**src/rtl/core/efr_pkg.sv**
```systemverilog
package efr_pkg;

  // Framing characters on the serial line.
  localparam logic [7:0] CH_ESC = 8'h1b;
  localparam logic [7:0] CH_STX = 8'h02;
  localparam logic [7:0] CH_ETX = 8'h03;
  localparam logic [7:0] CH_NUL = 8'h00;
  localparam logic [7:0] CH_SOH = 8'h01;

  // Result word kinds.
  localparam logic KIND_DATA    = 1'b0;
  localparam logic KIND_VERDICT = 1'b1;

  // Verdict status codes.
  localparam logic [1:0] ST_OK    = 2'd0;
  localparam logic [1:0] ST_SHORT = 2'd1;
  localparam logic [1:0] ST_CSUM  = 2'd2;

  localparam logic [5:0]  PLEN_SAT  = 6'd63;
  localparam logic [15:0] TALLY_MAX = 16'hffff;

  typedef enum logic [2:0] {
    S_IDLE,
    S_JUDGE,
    S_SUM,
    S_CHK,
    S_CMP,
    S_DRD,
    S_DOUT,
    S_VERDICT
  } efr_state_t;

  // Commands from the controller to the datapath.
  typedef struct packed {
    logic       accept;
    logic       rd_en;
    logic       rd_chk;
    logic       sum_init;
    logic       sum_rd;
    logic       idx_ld;
    logic       idx_ld_data;
    logic       idx_inc;
    logic       bump;
    logic       load_pay;
    logic       load_verdict;
    logic       clear_fill;
    logic [1:0] vcode;
  } efr_cmd_t;

  // Status from the datapath to the controller.
  typedef struct packed {
    logic etx;
    logic is_short;
    logic sum_last;
    logic csum_bad;
    logic pay_empty;
    logic out_free;
  } efr_stat_t;

endpackage

```
**src/rtl/core/efr_if.sv**
```systemverilog
interface efr_byte_if;
  logic       valid;
  logic       ready;
  logic [7:0] rx_byte;

  modport source (output valid, output rx_byte, input ready);
  modport sink (input valid, input rx_byte, output ready);
endinterface

interface efr_result_if;
  logic        valid;
  logic        ready;
  logic        kind;
  logic [7:0]  port;
  logic [7:0]  seq_id;
  logic [7:0]  opcode;
  logic [5:0]  payload_length;
  logic [7:0]  data_byte;
  logic [1:0]  status;
  logic [15:0] errors_seen;
  logic        last;

  modport source (
    output valid, output kind, output port, output seq_id, output opcode,
    output payload_length, output data_byte, output status,
    output errors_seen, output last, input ready
  );
  modport sink (
    input valid, input kind, input port, input seq_id, input opcode,
    input payload_length, input data_byte, input status,
    input errors_seen, input last, output ready
  );
endinterface

```
**src/rtl/core/efr_datapath.sv**
```systemverilog
module efr_datapath import efr_pkg::*; #(
  parameter int FRAME_MAX = 64
) (
  input  logic           clk,
  input  logic           rst_n,
  input  efr_cmd_t       cmd,
  output efr_stat_t      stat,
  input  logic [7:0]     rx_byte,
  efr_result_if.source   out_ch
);

  localparam int AW = $clog2(FRAME_MAX);
  localparam int CW = $clog2(FRAME_MAX + 1);

  logic [7:0]    mem [FRAME_MAX];
  logic [7:0]    rd_data_r;
  logic [CW-1:0] fill_r, fill_nxt;
  logic          skip_r, skip_nxt;
  logic [7:0]    last_r;
  logic [7:0]    port_r, id_r, op_r, plen_r;
  logic [15:0]   tally_r;
  logic [7:0]    xor_r;
  logic          acc_v_r;
  logic [AW-1:0] idx_r;

  logic          o_valid_r;
  logic          o_kind_r;
  logic [7:0]    o_port_r, o_id_r, o_op_r, o_data_r;
  logic [5:0]    o_plen_r;
  logic [1:0]    o_status_r;
  logic [15:0]   o_err_r;
  logic          o_last_r;

  logic [CW-1:0] n1;
  logic          slip;
  logic          etx;
  logic [7:0]    dlen;
  logic [7:0]    hdr_id, hdr_op;
  logic [AW-1:0] end_idx;
  logic [CW-1:0] chk_full;
  logic [AW-1:0] rd_addr;
  logic          out_free;
  logic          do_bump;

  // Byte-level framing: header check, escape pairs, trailer, overflow.
  always_comb begin
    n1       = fill_r + CW'(1);
    fill_nxt = n1;
    skip_nxt = skip_r;
    slip     = 1'b0;
    etx      = 1'b0;
    if (n1 == CW'(2)) begin
      if (last_r != CH_ESC || rx_byte != CH_STX) begin
        fill_nxt = CW'(1);
        slip     = 1'b1;
      end
    end else if (n1 > CW'(2)) begin
      if (skip_r) begin
        skip_nxt = 1'b0;
      end else if (last_r == CH_ESC && rx_byte == CH_NUL) begin
        skip_nxt = 1'b1;
        fill_nxt = n1 - CW'(1);
      end else if (last_r == CH_ESC && rx_byte == CH_SOH) begin
        skip_nxt = 1'b1;
        fill_nxt = n1 - CW'(2);
      end else if (last_r == CH_ESC && rx_byte == CH_ETX) begin
        etx = 1'b1;
      end
      if (!etx && fill_nxt == CW'(FRAME_MAX)) begin
        fill_nxt = '0;
      end
    end
  end

  // Header fields count only when the frame really reached them.
  assign hdr_id   = (fill_r > CW'(3)) ? id_r : 8'd0;
  assign hdr_op   = (fill_r > CW'(4)) ? op_r : 8'd0;
  assign dlen     = (fill_r > CW'(5)) ? plen_r : 8'd0;
  assign end_idx  = dlen[AW-1:0] + AW'(5);
  assign chk_full = fill_r - CW'(3);
  assign rd_addr  = cmd.rd_chk ? chk_full[AW-1:0] : idx_r;
  assign out_free = !o_valid_r || out_ch.ready;
  assign do_bump  = (cmd.accept && slip) || cmd.bump;

  assign stat.etx       = etx;
  assign stat.is_short  = ({1'b0, dlen} + 9'd8) > 9'(fill_r);
  assign stat.sum_last  = (idx_r == end_idx);
  assign stat.csum_bad  = (xor_r != rd_data_r);
  assign stat.pay_empty = (dlen == 8'd0);
  assign stat.out_free  = out_free;

  always_ff @(posedge clk) begin
    if (cmd.accept) begin
      mem[fill_r[AW-1:0]] <= rx_byte;
    end
    if (cmd.rd_en) begin
      rd_data_r <= mem[rd_addr];
    end
  end

  always_ff @(posedge clk) begin
    if (!rst_n) begin
      fill_r  <= '0;
      skip_r  <= 1'b0;
      tally_r <= '0;
      acc_v_r <= 1'b0;
    end else begin
      acc_v_r <= cmd.sum_rd;
      if (cmd.accept) begin
        fill_r <= fill_nxt;
        skip_r <= skip_nxt;
      end else if (cmd.clear_fill) begin
        fill_r <= '0;
      end
      if (do_bump && tally_r != TALLY_MAX) begin
        tally_r <= tally_r + 16'd1;
      end
    end
  end

  always_ff @(posedge clk) begin
    if (cmd.accept) begin
      last_r <= rx_byte;
      if (fill_r == CW'(2)) port_r <= rx_byte;
      if (fill_r == CW'(3)) id_r   <= rx_byte;
      if (fill_r == CW'(4)) op_r   <= rx_byte;
      if (fill_r == CW'(5)) plen_r <= rx_byte;
    end
    if (cmd.sum_init) begin
      xor_r <= 8'd0;
    end else if (acc_v_r) begin
      xor_r <= xor_r ^ rd_data_r;
    end
    if (cmd.idx_ld) begin
      idx_r <= cmd.idx_ld_data ? AW'(6) : AW'(2);
    end else if (cmd.idx_inc) begin
      idx_r <= idx_r + AW'(1);
    end
  end

  // Output register.
  always_ff @(posedge clk) begin
    if (!rst_n) begin
      o_valid_r <= 1'b0;
    end else if (cmd.load_pay || cmd.load_verdict) begin
      o_valid_r <= 1'b1;
    end else if (out_ch.ready) begin
      o_valid_r <= 1'b0;
    end
  end

  always_ff @(posedge clk) begin
    if (cmd.load_pay || cmd.load_verdict) begin
      o_kind_r   <= cmd.load_verdict ? KIND_VERDICT : KIND_DATA;
      o_port_r   <= port_r;
      o_id_r     <= hdr_id;
      o_op_r     <= hdr_op;
      o_plen_r   <= (dlen > 8'(PLEN_SAT)) ? PLEN_SAT : dlen[5:0];
      o_data_r   <= cmd.load_verdict ? 8'd0 : rd_data_r;
      o_status_r <= cmd.load_verdict ? cmd.vcode : ST_OK;
      o_err_r    <= tally_r;
      o_last_r   <= cmd.load_verdict;
    end
  end

  assign out_ch.valid          = o_valid_r;
  assign out_ch.kind           = o_kind_r;
  assign out_ch.port           = o_port_r;
  assign out_ch.seq_id         = o_id_r;
  assign out_ch.opcode         = o_op_r;
  assign out_ch.payload_length = o_plen_r;
  assign out_ch.data_byte      = o_data_r;
  assign out_ch.status         = o_status_r;
  assign out_ch.errors_seen    = o_err_r;
  assign out_ch.last           = o_last_r;

endmodule

```
**src/rtl/core/efr_ctrl.sv**
```systemverilog
module efr_ctrl import efr_pkg::*; (
  input  logic      clk,
  input  logic      rst_n,
  input  logic      in_valid,
  output logic      in_ready,
  input  efr_stat_t stat,
  output efr_cmd_t  cmd
);

  efr_state_t state_r, state_nxt;
  logic [1:0] vcode_r, vcode_nxt;

  always_ff @(posedge clk) begin
    if (!rst_n) begin
      state_r <= S_IDLE;
      vcode_r <= ST_OK;
    end else begin
      state_r <= state_nxt;
      vcode_r <= vcode_nxt;
    end
  end

  always_comb begin
    state_nxt = state_r;
    vcode_nxt = vcode_r;
    unique case (state_r)
      S_IDLE: begin
        if (in_valid && stat.etx) state_nxt = S_JUDGE;
      end
      S_JUDGE: begin
        if (stat.is_short) begin
          state_nxt = S_VERDICT;
          vcode_nxt = ST_SHORT;
        end else begin
          state_nxt = S_SUM;
        end
      end
      S_SUM: begin
        if (stat.sum_last) state_nxt = S_CHK;
      end
      S_CHK: state_nxt = S_CMP;
      S_CMP: begin
        if (stat.csum_bad) begin
          state_nxt = S_VERDICT;
          vcode_nxt = ST_CSUM;
        end else if (stat.pay_empty) begin
          state_nxt = S_VERDICT;
          vcode_nxt = ST_OK;
        end else begin
          state_nxt = S_DRD;
        end
      end
      S_DRD: state_nxt = S_DOUT;
      S_DOUT: begin
        if (stat.out_free) begin
          if (stat.sum_last) begin
            state_nxt = S_VERDICT;
            vcode_nxt = ST_OK;
          end else begin
            state_nxt = S_DRD;
          end
        end
      end
      S_VERDICT: begin
        if (stat.out_free) state_nxt = S_IDLE;
      end
      default: state_nxt = S_IDLE;
    endcase
  end

  always_comb begin
    cmd       = '0;
    cmd.vcode = vcode_r;
    in_ready  = 1'b0;
    unique case (state_r)
      S_IDLE: begin
        in_ready   = 1'b1;
        cmd.accept = in_valid;
      end
      S_JUDGE: begin
        if (!stat.is_short) begin
          cmd.idx_ld   = 1'b1;
          cmd.sum_init = 1'b1;
        end
      end
      S_SUM: begin
        cmd.rd_en   = 1'b1;
        cmd.sum_rd  = 1'b1;
        cmd.idx_inc = 1'b1;
      end
      S_CHK: begin
        cmd.rd_en  = 1'b1;
        cmd.rd_chk = 1'b1;
      end
      S_CMP: begin
        if (stat.csum_bad) begin
          cmd.bump = 1'b1;
        end else begin
          cmd.idx_ld      = 1'b1;
          cmd.idx_ld_data = 1'b1;
        end
      end
      S_DRD: cmd.rd_en = 1'b1;
      S_DOUT: begin
        if (stat.out_free) begin
          cmd.load_pay = 1'b1;
          cmd.idx_inc  = 1'b1;
        end
      end
      S_VERDICT: begin
        if (stat.out_free) begin
          cmd.load_verdict = 1'b1;
          cmd.clear_fill   = 1'b1;
        end
      end
      default: cmd = '0;
    endcase
  end

endmodule

```
**src/rtl/core/escaped_frame_receiver_top.sv**
```systemverilog
// Throughput: one received byte per cycle while no trailer is seen.
// Sequence: a trailer whose frame is too short moves from the judge state to
// the verdict state, which loads the verdict word once the output register is
// free. A frame with L payload bytes keeps the block busy, set by the single
// read port of the frame store: checksum sweep, then a read and an output state per payload byte.
// Reset: rst_n is synchronous and active low; the frame store is not cleared.
module escaped_frame_receiver_top import efr_pkg::*; #(
  parameter int FRAME_MAX = 64
) (
  input  logic          clk,
  input  logic          rst_n,
  efr_byte_if.sink      in_ch,
  efr_result_if.source  out_ch
);

  // The controller sequences each trailer: a short-frame test, a sweep of the
  // store that XORs port through payload, a read of the checksum byte, then
  // the payload words and the verdict. The datapath owns the frame store, the
  // escape handling done as each word arrives, the error count and the
  // output register that lets a new word in while a verdict still waits.
  efr_cmd_t  cmd;
  efr_stat_t stat;

  efr_ctrl u_ctrl (
    .clk      (clk),
    .rst_n    (rst_n),
    .in_valid (in_ch.valid),
    .in_ready (in_ch.ready),
    .stat     (stat),
    .cmd      (cmd)
  );

  efr_datapath #(
    .FRAME_MAX (FRAME_MAX)
  ) u_datapath (
    .clk     (clk),
    .rst_n   (rst_n),
    .cmd     (cmd),
    .stat    (stat),
    .rx_byte (in_ch.rx_byte),
    .out_ch  (out_ch)
  );

endmodule

```
**src/flat_wrapper.sv**
```systemverilog
// flat-port wrapper written by rule: the top's interface ports become plain ports
module escaped_frame_receiver_top_flat import efr_pkg::*;
#(
  parameter int FRAME_MAX = 64
)
  (clk, rst_n, in_ch_valid, in_ch_rx_byte, in_ch_ready, out_ch_valid, out_ch_kind, out_ch_port, out_ch_seq_id, out_ch_opcode, out_ch_payload_length, out_ch_data_byte, out_ch_status, out_ch_errors_seen, out_ch_last, out_ch_ready);
  efr_byte_if in_ch_i ();
  efr_result_if out_ch_i ();
  input  logic clk;
  input  logic rst_n;
  input wire logic [$bits(in_ch_i.valid)-1:0] in_ch_valid;
  input wire logic [$bits(in_ch_i.rx_byte)-1:0] in_ch_rx_byte;
  output wire logic [$bits(in_ch_i.ready)-1:0] in_ch_ready;
  output wire logic [$bits(out_ch_i.valid)-1:0] out_ch_valid;
  output wire logic [$bits(out_ch_i.kind)-1:0] out_ch_kind;
  output wire logic [$bits(out_ch_i.port)-1:0] out_ch_port;
  output wire logic [$bits(out_ch_i.seq_id)-1:0] out_ch_seq_id;
  output wire logic [$bits(out_ch_i.opcode)-1:0] out_ch_opcode;
  output wire logic [$bits(out_ch_i.payload_length)-1:0] out_ch_payload_length;
  output wire logic [$bits(out_ch_i.data_byte)-1:0] out_ch_data_byte;
  output wire logic [$bits(out_ch_i.status)-1:0] out_ch_status;
  output wire logic [$bits(out_ch_i.errors_seen)-1:0] out_ch_errors_seen;
  output wire logic [$bits(out_ch_i.last)-1:0] out_ch_last;
  input wire logic [$bits(out_ch_i.ready)-1:0] out_ch_ready;
  assign in_ch_i.valid = in_ch_valid;
  assign in_ch_i.rx_byte = in_ch_rx_byte;
  assign in_ch_ready = in_ch_i.ready;
  assign out_ch_valid = out_ch_i.valid;
  assign out_ch_kind = out_ch_i.kind;
  assign out_ch_port = out_ch_i.port;
  assign out_ch_seq_id = out_ch_i.seq_id;
  assign out_ch_opcode = out_ch_i.opcode;
  assign out_ch_payload_length = out_ch_i.payload_length;
  assign out_ch_data_byte = out_ch_i.data_byte;
  assign out_ch_status = out_ch_i.status;
  assign out_ch_errors_seen = out_ch_i.errors_seen;
  assign out_ch_last = out_ch_i.last;
  assign out_ch_i.ready = out_ch_ready;
  escaped_frame_receiver_top #(.FRAME_MAX(FRAME_MAX)) u_core (.clk(clk), .rst_n(rst_n), .in_ch(in_ch_i), .out_ch(out_ch_i));
endmodule
```
**config.mk**
```make
export PLATFORM = sky130hd
export DESIGN_NAME = escaped_frame_receiver_top_flat
export DESIGN_NICKNAME = d
export VERILOG_FILES = /design/src/rtl/core/efr_pkg.sv /design/src/rtl/core/efr_if.sv /design/src/rtl/core/efr_datapath.sv /design/src/rtl/core/efr_ctrl.sv /design/src/rtl/core/escaped_frame_receiver_top.sv /design/src/flat_wrapper.sv
export SDC_FILE = /design/constraint.sdc
export NUM_CORES = 1
export LEC_CHECK = 0
export BUFFER_PORTS_ARGS = -buffer_cell sky130_fd_sc_hd__buf_2
export CAP_MARGIN = 0
export CORE_MARGIN = 3
export CORE_UTILIZATION = 48
export CTS_BUF_LIST = sky130_fd_sc_hd__clkbuf_16
export CTS_CLUSTER_DIAMETER = 120
export CTS_CLUSTER_SIZE = 25
export DETAILED_ROUTE_END_ITERATION = 10
export PLACE_DENSITY = 0.76
export SLEW_MARGIN = 20
export SYNTH_ARGS = -nofsm -noshare
export SYNTH_HDL_FRONTEND = slang
export SYNTH_SLANG_ARGS = --single-unit
```
**constraint.sdc**
```tcl
create_clock -name clk -period 4.6 [get_ports clk]
set_input_delay 0.23 -clock clk [delete_from_list [all_inputs] [get_ports clk]]
set_output_delay 0.23 -clock clk [all_outputs]
set_load 0.05 [all_outputs]
```
Word-level counts from Yosys, hierarchy flattened
Memories as Yosys holds them, arrays and structs flattened. A register that Yosys moved wholly into a read port is not among the register bits.
Cells that the tools add are included.
{"block": "totals", "regBits": 143, "ram_bits": 512, "inputBits": 12, "out_inout_bits": 60, "elab_cells": 162, "n_memories": 1}
{"memory": "u_core.u_datapath.mem", "words": 64, "width": 8, "read_ports": 1, "rd_ports_with_merged_regs": 1, "write_ports": 1, "line": "efr_datapath.sv:15", "text": "logic [7:0] mem [FRAME_MAX];"}
{"block": "op_classes", "addsub": 8, "order_cmp": 6, "n_eq_ne": 28, "muxes": 66, "n_bitwise": 2, "reduce_logical": 28}
{"operator": "two-way mux 7 bit", "n": 11}
{"operator": "two-way mux 1 bit", "n": 30}
{"operator": "one-hot mux 3 bit (8 select lines)", "n": 1}
{"operator": "two-way mux 2 bit", "n": 11}
{"operator": "equality test 7 x 2 -> 1 bit, second input constant", "n": 3}
{"operator": "two-way mux 3 bit", "n": 6}
{"operator": "two-way mux 6 bit", "n": 3}
{"operator": "adder 16 x 1 -> 16 bit, second input constant", "n": 1}
{"operator": "logical NOT 8 bit", "n": 2}
{"operator": "!= test 16 bit, second input constant", "n": 1}
{"operator": "equality test 7 x 3 -> 1 bit, second input constant", "n": 2}
{"operator": "> comparator 7 x 2 -> 1 bit, second input constant", "n": 2}
{"operator": "> comparator 7 x 3 -> 1 bit, second input constant", "n": 2}
{"operator": "equality test 3 bit, second input constant", "n": 4}
{"operator": "adder 8 x 4 -> 9 bit, second input constant", "n": 1}
{"operator": "> comparator 9 x 7 -> 1 bit", "n": 1}
{"operator": "equality test 8 x 1 -> 1 bit, second input constant", "n": 1}
{"operator": "equality test 8 x 2 -> 1 bit, second input constant", "n": 1}
{"operator": "equality test 8 x 5 -> 1 bit, second input constant", "n": 1}
{"operator": "> comparator 8 x 6 -> 1 bit, second input constant", "n": 1}
{"operator": "two-way mux 8 bit", "n": 1}
{"operator": "!= test 2 bit, second input constant", "n": 4}
{"operator": "!= test 8 x 2 -> 1 bit, second input constant", "n": 1}
{"operator": "!= test 8 x 5 -> 1 bit, second input constant", "n": 1}
{"operator": "28 further kinds", "n": 46}

Longest topological paths before layout
{"block": "depth", "depth_word": 14, "depth_mapped": 17, "ltp_nobuf": 15}

By module
A second synthesis with hierarchy kept.
{"block": "unflattened", "cells_unflattened": 2073, "area_unflattened_um2": 27317.4}
{"mod": "efr_datapath", "n_inst": 1, "cells_each": 2015, "area_each_um2": 26898.3, "seq_area_each_um2": 19388.6}
{"mod": "efr_ctrl", "n_inst": 1, "cells_each": 58, "area_each_um2": 419.2, "seq_area_each_um2": 100.1}

Worst setup path before layout
No wires, ideal clock.
{"block": "synth_timing", "path_kind": "flip-flop to flip-flop", "start": "reg u_core.u_ctrl.state_r[2]", "end": "reg u_core.u_datapath.fill_r[6]", "setup_ps": 132, "t_arrival_ps": 4294, "required_ps": 4468, "setup_slack_ps": 174, "stages_incl_launch_ff": 9, "n_path_buf": 1, "synth_period_minus_slack_ps": 4426, "cell_sequence": "dfxtp_1 -> clkbuf_1 -> nand2_1 -> nor2b_1 -> nand2_1 -> inv_1 -> nor2_1 -> a2111oi_0 -> a31oi_1"}
{"element": "start, declared", "line": "efr_ctrl.sv:10", "text": "efr_state_t state_r, state_nxt;"}
{"element": "start signal, assigned", "line": "efr_ctrl.sv:18", "text": "state_r <= state_nxt;"}
{"element": "end signal, assigned", "line": "efr_datapath.sv:110", "text": "fill_r <= fill_nxt;"}
{"element": "end, declared", "line": "efr_datapath.sv:17", "text": "logic [CW-1:0] fill_r, fill_nxt;"}

Final worst setup path
{"block": "layout_timing", "start": "reg u_core.u_datapath.fill_r[0]", "end": "reg u_core.u_datapath.rd_data_r[5], read port of u_core.u_datapath.mem, data pin"}
{"block": "layout_via", "elab_chain_len": 2}
{"element": "subtractor 6 x 2 -> 6 bit", "line": "efr_datapath.sv:80", "text": "assign chk_full = fill_r - CW'(3);"}
{"element": "two-way mux 6 bit", "line": "efr_datapath.sv:81", "text": "assign rd_addr = cmd.rd_chk ? chk_full[AW-1:0] : idx_r;"}
{"element": "end, declared", "line": "efr_datapath.sv:16", "text": "logic [7:0] rd_data_r;"}
No other way between the ends.
A chain may end at the register's enable or synchronous reset.

==> results_dict.tcl <==
set metrics [dict create \
    fin_setup_tns_ps 0 \
    min_period_ps 4370 \
    postSynthCellCount 1542 \
    h-tree-depth 1 \
    dieHeight_um 242 \
    p_switching_mw 4.05 \
    synth_cell_types 73 \
    criticalPathCategory "flop to flop" \
    drc 0 \
    grt-ovfl-total 0 \
    clk_path_buf_depth 3 \
    vias_per_cell 6.02 \
    cts_tree "done" \
    ys_warn_count 0 \
    syn_avg_cell_area_um2 17.3 \
    grt_start_max_net_pins 70 \
    synthFlopType "edfxtp_1" \
    setup_viol 0 \
    worst-path-buf-inv 2 \
    yosys.area.top_type "edfxtp_1" \
    syn_area_um2 26700 \
    clockPowerShare 0.219 \
    cts_made_buffers 30 \
    gp_congestion 0.890 \
    cp_slowest_stage_delay_ps 800 \
    place_hpwl_um 37100 \
    core_area_um2 54500 \
    reg2reg_depth 10 \
    synth-edff-count 623 \
    power_density_nw_per_um2 467 \
    fillers 4304 \
    maxSlewHeadroom 0.244 \
    intPower_mw 9.47 \
    grt_pass1_vias 14200 \
    first_pass_iters 5 \
    vias 14300 \
    cp.arrival_ps 4700 \
    worstMarginPinSlew_ps 1130 \
    drt.antenna.violating_nets 0 \
    hold_violations 0 \
    critPathMostFrequentCell "buf_4" \
    hold_path_class "input port to flop" \
    routed_wl_um 59200 \
    p_comb_frac 0.258 \
    clkLatencyLatePin_ps 630 \
    root_buffer "clkbuf_16" \
    multi_input_area_um2 6910 \
    final.setup_skew_ps 25.7 \
    synth-seq-cells 662 \
    ctsHoldBuffers 0 \
    power_leakage_nw 9.27 \
    vdd_drop_max_uv 354 \
    fin_nets 1654 \
    drtIter0Drc 1558 \
    async_flop_share 0 \
    setup.worst_path.start_class "flop" \
    path_cells "ha_1, xnor2_2, mux2i_4, buf_4, buf_4, mux4_2, nand2_1, a21oi_1, nor4_1, nand4_1" \
    dpl_cell_area_um2 28100 \
    io_pins 72 \
    required_ps 4930 \
    cp_slowest_cell "nor4_1" \
    diodes 0 \
    seqPwrFrac 0.523 \
    wl_per_cell_um 24.9 \
    fin_area_um2 28900 \
    syn_nets 1573 \
    layout-drive-gt1-share 0.180 \
    holdWs_ps 82.4 \
    synth_top_area_share 0.699 \
    seq_area_frac_synth 0.729 \
    antenna_found_initial 2 \
    rsz0062_at_grt "no" \
    holdPathStages 3 \
    crit_family "simple AND/OR/NAND/NOR gates" \
    area_delta_synth_final_pct 8.16 \
    crit_fanout 18 \
    switching_share 0.300 \
    start_util 0.491 \
    stdcell_count 2374 \
    post_cts_buffers 0 \
    final_util 0.531 \
    final_max_slew_viol_count 0 \
    port_buffers 71 \
    ctsResizeCount 0 \
    max_cap_viol_count 0 \
    synth_area_leaders "edfxtp_1 70%, mux4_2 10%, dfxtp_1 2.9%" \
    cp.depth 10 \
    post-route-period-util 0.950 \
    synth_common_cells "623 x edfxtp_1, 122 x mux4_2, 120 x nand2_1" \
    clock-sinks 662 \
    rows 85 \
    grtUsageTotal 0.198 \
    fmax_ghz 0.229 \
    seq_area_um2 19500 \
    dieArea_um2 58600 \
    fp.dieW_um 242 \
    grt_pass1_wl_um 89200 \
    cts.reportedPaths.clkPinSlew_ps 110 \
    dp_cells 2329 \
    status "finished, final reports clean" \
    end_kind "flop" \
    yosysMostFrequentCell "edfxtp_1" \
]
==> routing by layer <==
metal | GRT usage | routed length, um | vias to the layer above
met5 | 0 | 13 | -
met4 | 0.0598 | 1940 | 2
met3 | 0.0422 | 5630 | 135
met2 | 0.315 | 28200 | 738
met1 | 0.278 | 23400 | 7256
li1 | - | - | 6171
==> power by group through the flow <==
stage,Sequential [mW],Clock [mW],Combinational [mW]
after floorplan,7.26,0,2.28
after global placement,7.20,0,3.36
after detailed placement,7.21,0,3.43
after CTS,7.07,3.00,3.45
after global routing,7.10,3.22,3.71
final,7.08,2.96,3.49
==> worst paths after layout <==
| kind | start | endpoint | slack (ps) |
|---|---|---|---|
| max | u_core.u_datapath.fill_r[0]$_SDFFE_PN0P_ | u_core.u_datapath.rd_data_r[5]$_DFFE_PP_ | 230 |
| min | rst_n | u_core.u_datapath.fill_r[6]$_SDFFE_PN0P_ | 80 |
| max reg2reg | u_core.u_datapath.fill_r[0]$_SDFFE_PN0P_ | u_core.u_datapath.rd_data_r[5]$_DFFE_PP_ | 230 |
| min reg2reg | u_core.u_datapath.port_r[0]$_DFFE_PP_ | u_core.u_datapath.out_ch.port[0]$_DFFE_PP_ | 430 |
==> logic make-up after synthesis <==
kind of cell | count (synthesis) | synth area share
AO/OA/AOI/OAI | 167 | 0.0430
XOR/XNOR | 52 | 0.0173
buffers and inverters | 88 | 0.0153
AND/OR/NAND/NOR | 415 | 0.0778
adder cells (fa/ha/maj) | 19 | 0.00889
flip-flops | 662 | 0.729
multiplexers | 139 | 0.109
==> stage by stage <==
| stage | worst slack [ps] | total power [mW] |
|---|---|---|
| after floorplan | 174 | 9.55 |
| after global placement | 398 | 10.6 |
| after global routing | 40.4 | 14.0 |
| after CTS | 109 | 13.5 |
| final | 230 | 13.5 |
| after detailed placement | 178 | 10.6 |
==> cell usage in the layout, fill, tap and decap left out, drive strengths merged, types with 4 or more instances in the layout <==
cell type | netlist | layout
a2111oi | 9 | 9
a211oi | 14 | 14
a21boi | 9 | 9
a21o | 7 | 7
a21oi | 45 | 45
a22oi | 10 | 10
a31oi | 7 | 7
and2 | 48 | 48
and3 | 7 | 7
buf | 45 | 113
clkbuf | 20 | 31
dfxtp | 39 | 39
edfxtp | 623 | 623
ha | 19 | 19
inv | 23 | 35
mux2i | 17 | 17
mux4 | 122 | 122
nand2 | 120 | 120
nand2b | 4 | 4
nand3 | 27 | 27
nand4 | 16 | 16
nor2 | 103 | 103
nor2b | 41 | 41
nor3 | 11 | 11
nor4 | 16 | 16
o21a | 13 | 14
o21ai | 24 | 24
o22ai | 7 | 7
or2 | 4 | 4
or3 | 4 | 4
xnor2 | 28 | 28
xor2 | 24 | 24
==> flip-flops by register name, summed over array words and instances (netlist names), 2 cells and up <==
name and count:
u_core.u_datapath.xor_r 8, u_core.u_datapath.out_ch.errors_seen 16, u_core.u_datapath.mem 512, u_core.u_datapath.out_ch.seq_id 8, u_core.u_ctrl.state_r 3, u_core.u_datapath.fill_r 7, u_core.u_ctrl.vcode_r 2, u_core.u_datapath.rd_data_r 8
u_core.u_datapath.idx_r 6, u_core.u_datapath.plen_r 8, u_core.u_datapath.tally_r 16, u_core.u_datapath.out_ch.data_byte 8, u_core.u_datapath.op_r 8, u_core.u_datapath.out_ch.payload_length 6, u_core.u_datapath.out_ch.status 2, u_core.u_datapath.port_r 8
u_core.u_datapath.id_r 8, u_core.u_datapath.out_ch.opcode 8, u_core.u_datapath.last_r 8, u_core.u_datapath.out_ch.port 8
==> worst reg2reg max path: stages (launching register included) <==
cell and delay (ps):
dfxtp_1 570, ha_1 530, xnor2_2 200, mux2i_4 520, buf_4 410, buf_4 260, mux4_2 340, nand2_1 120
a21oi_1 110, nor4_1 800, nand4_1 210
==> final cells by class <==
cell class / count / share of cell area
well taps: 739 / 0.0320
repair buffers: 113 / 0.0236
inverters: 23 / 0.00298
clock inverters: 13 / 0.00212
flip-flops and latches: 662 / 0.674
multi-input cells: 793 / 0.239
clock buffers: 31 / 0.0268
(Power assumes the default switching activity.)
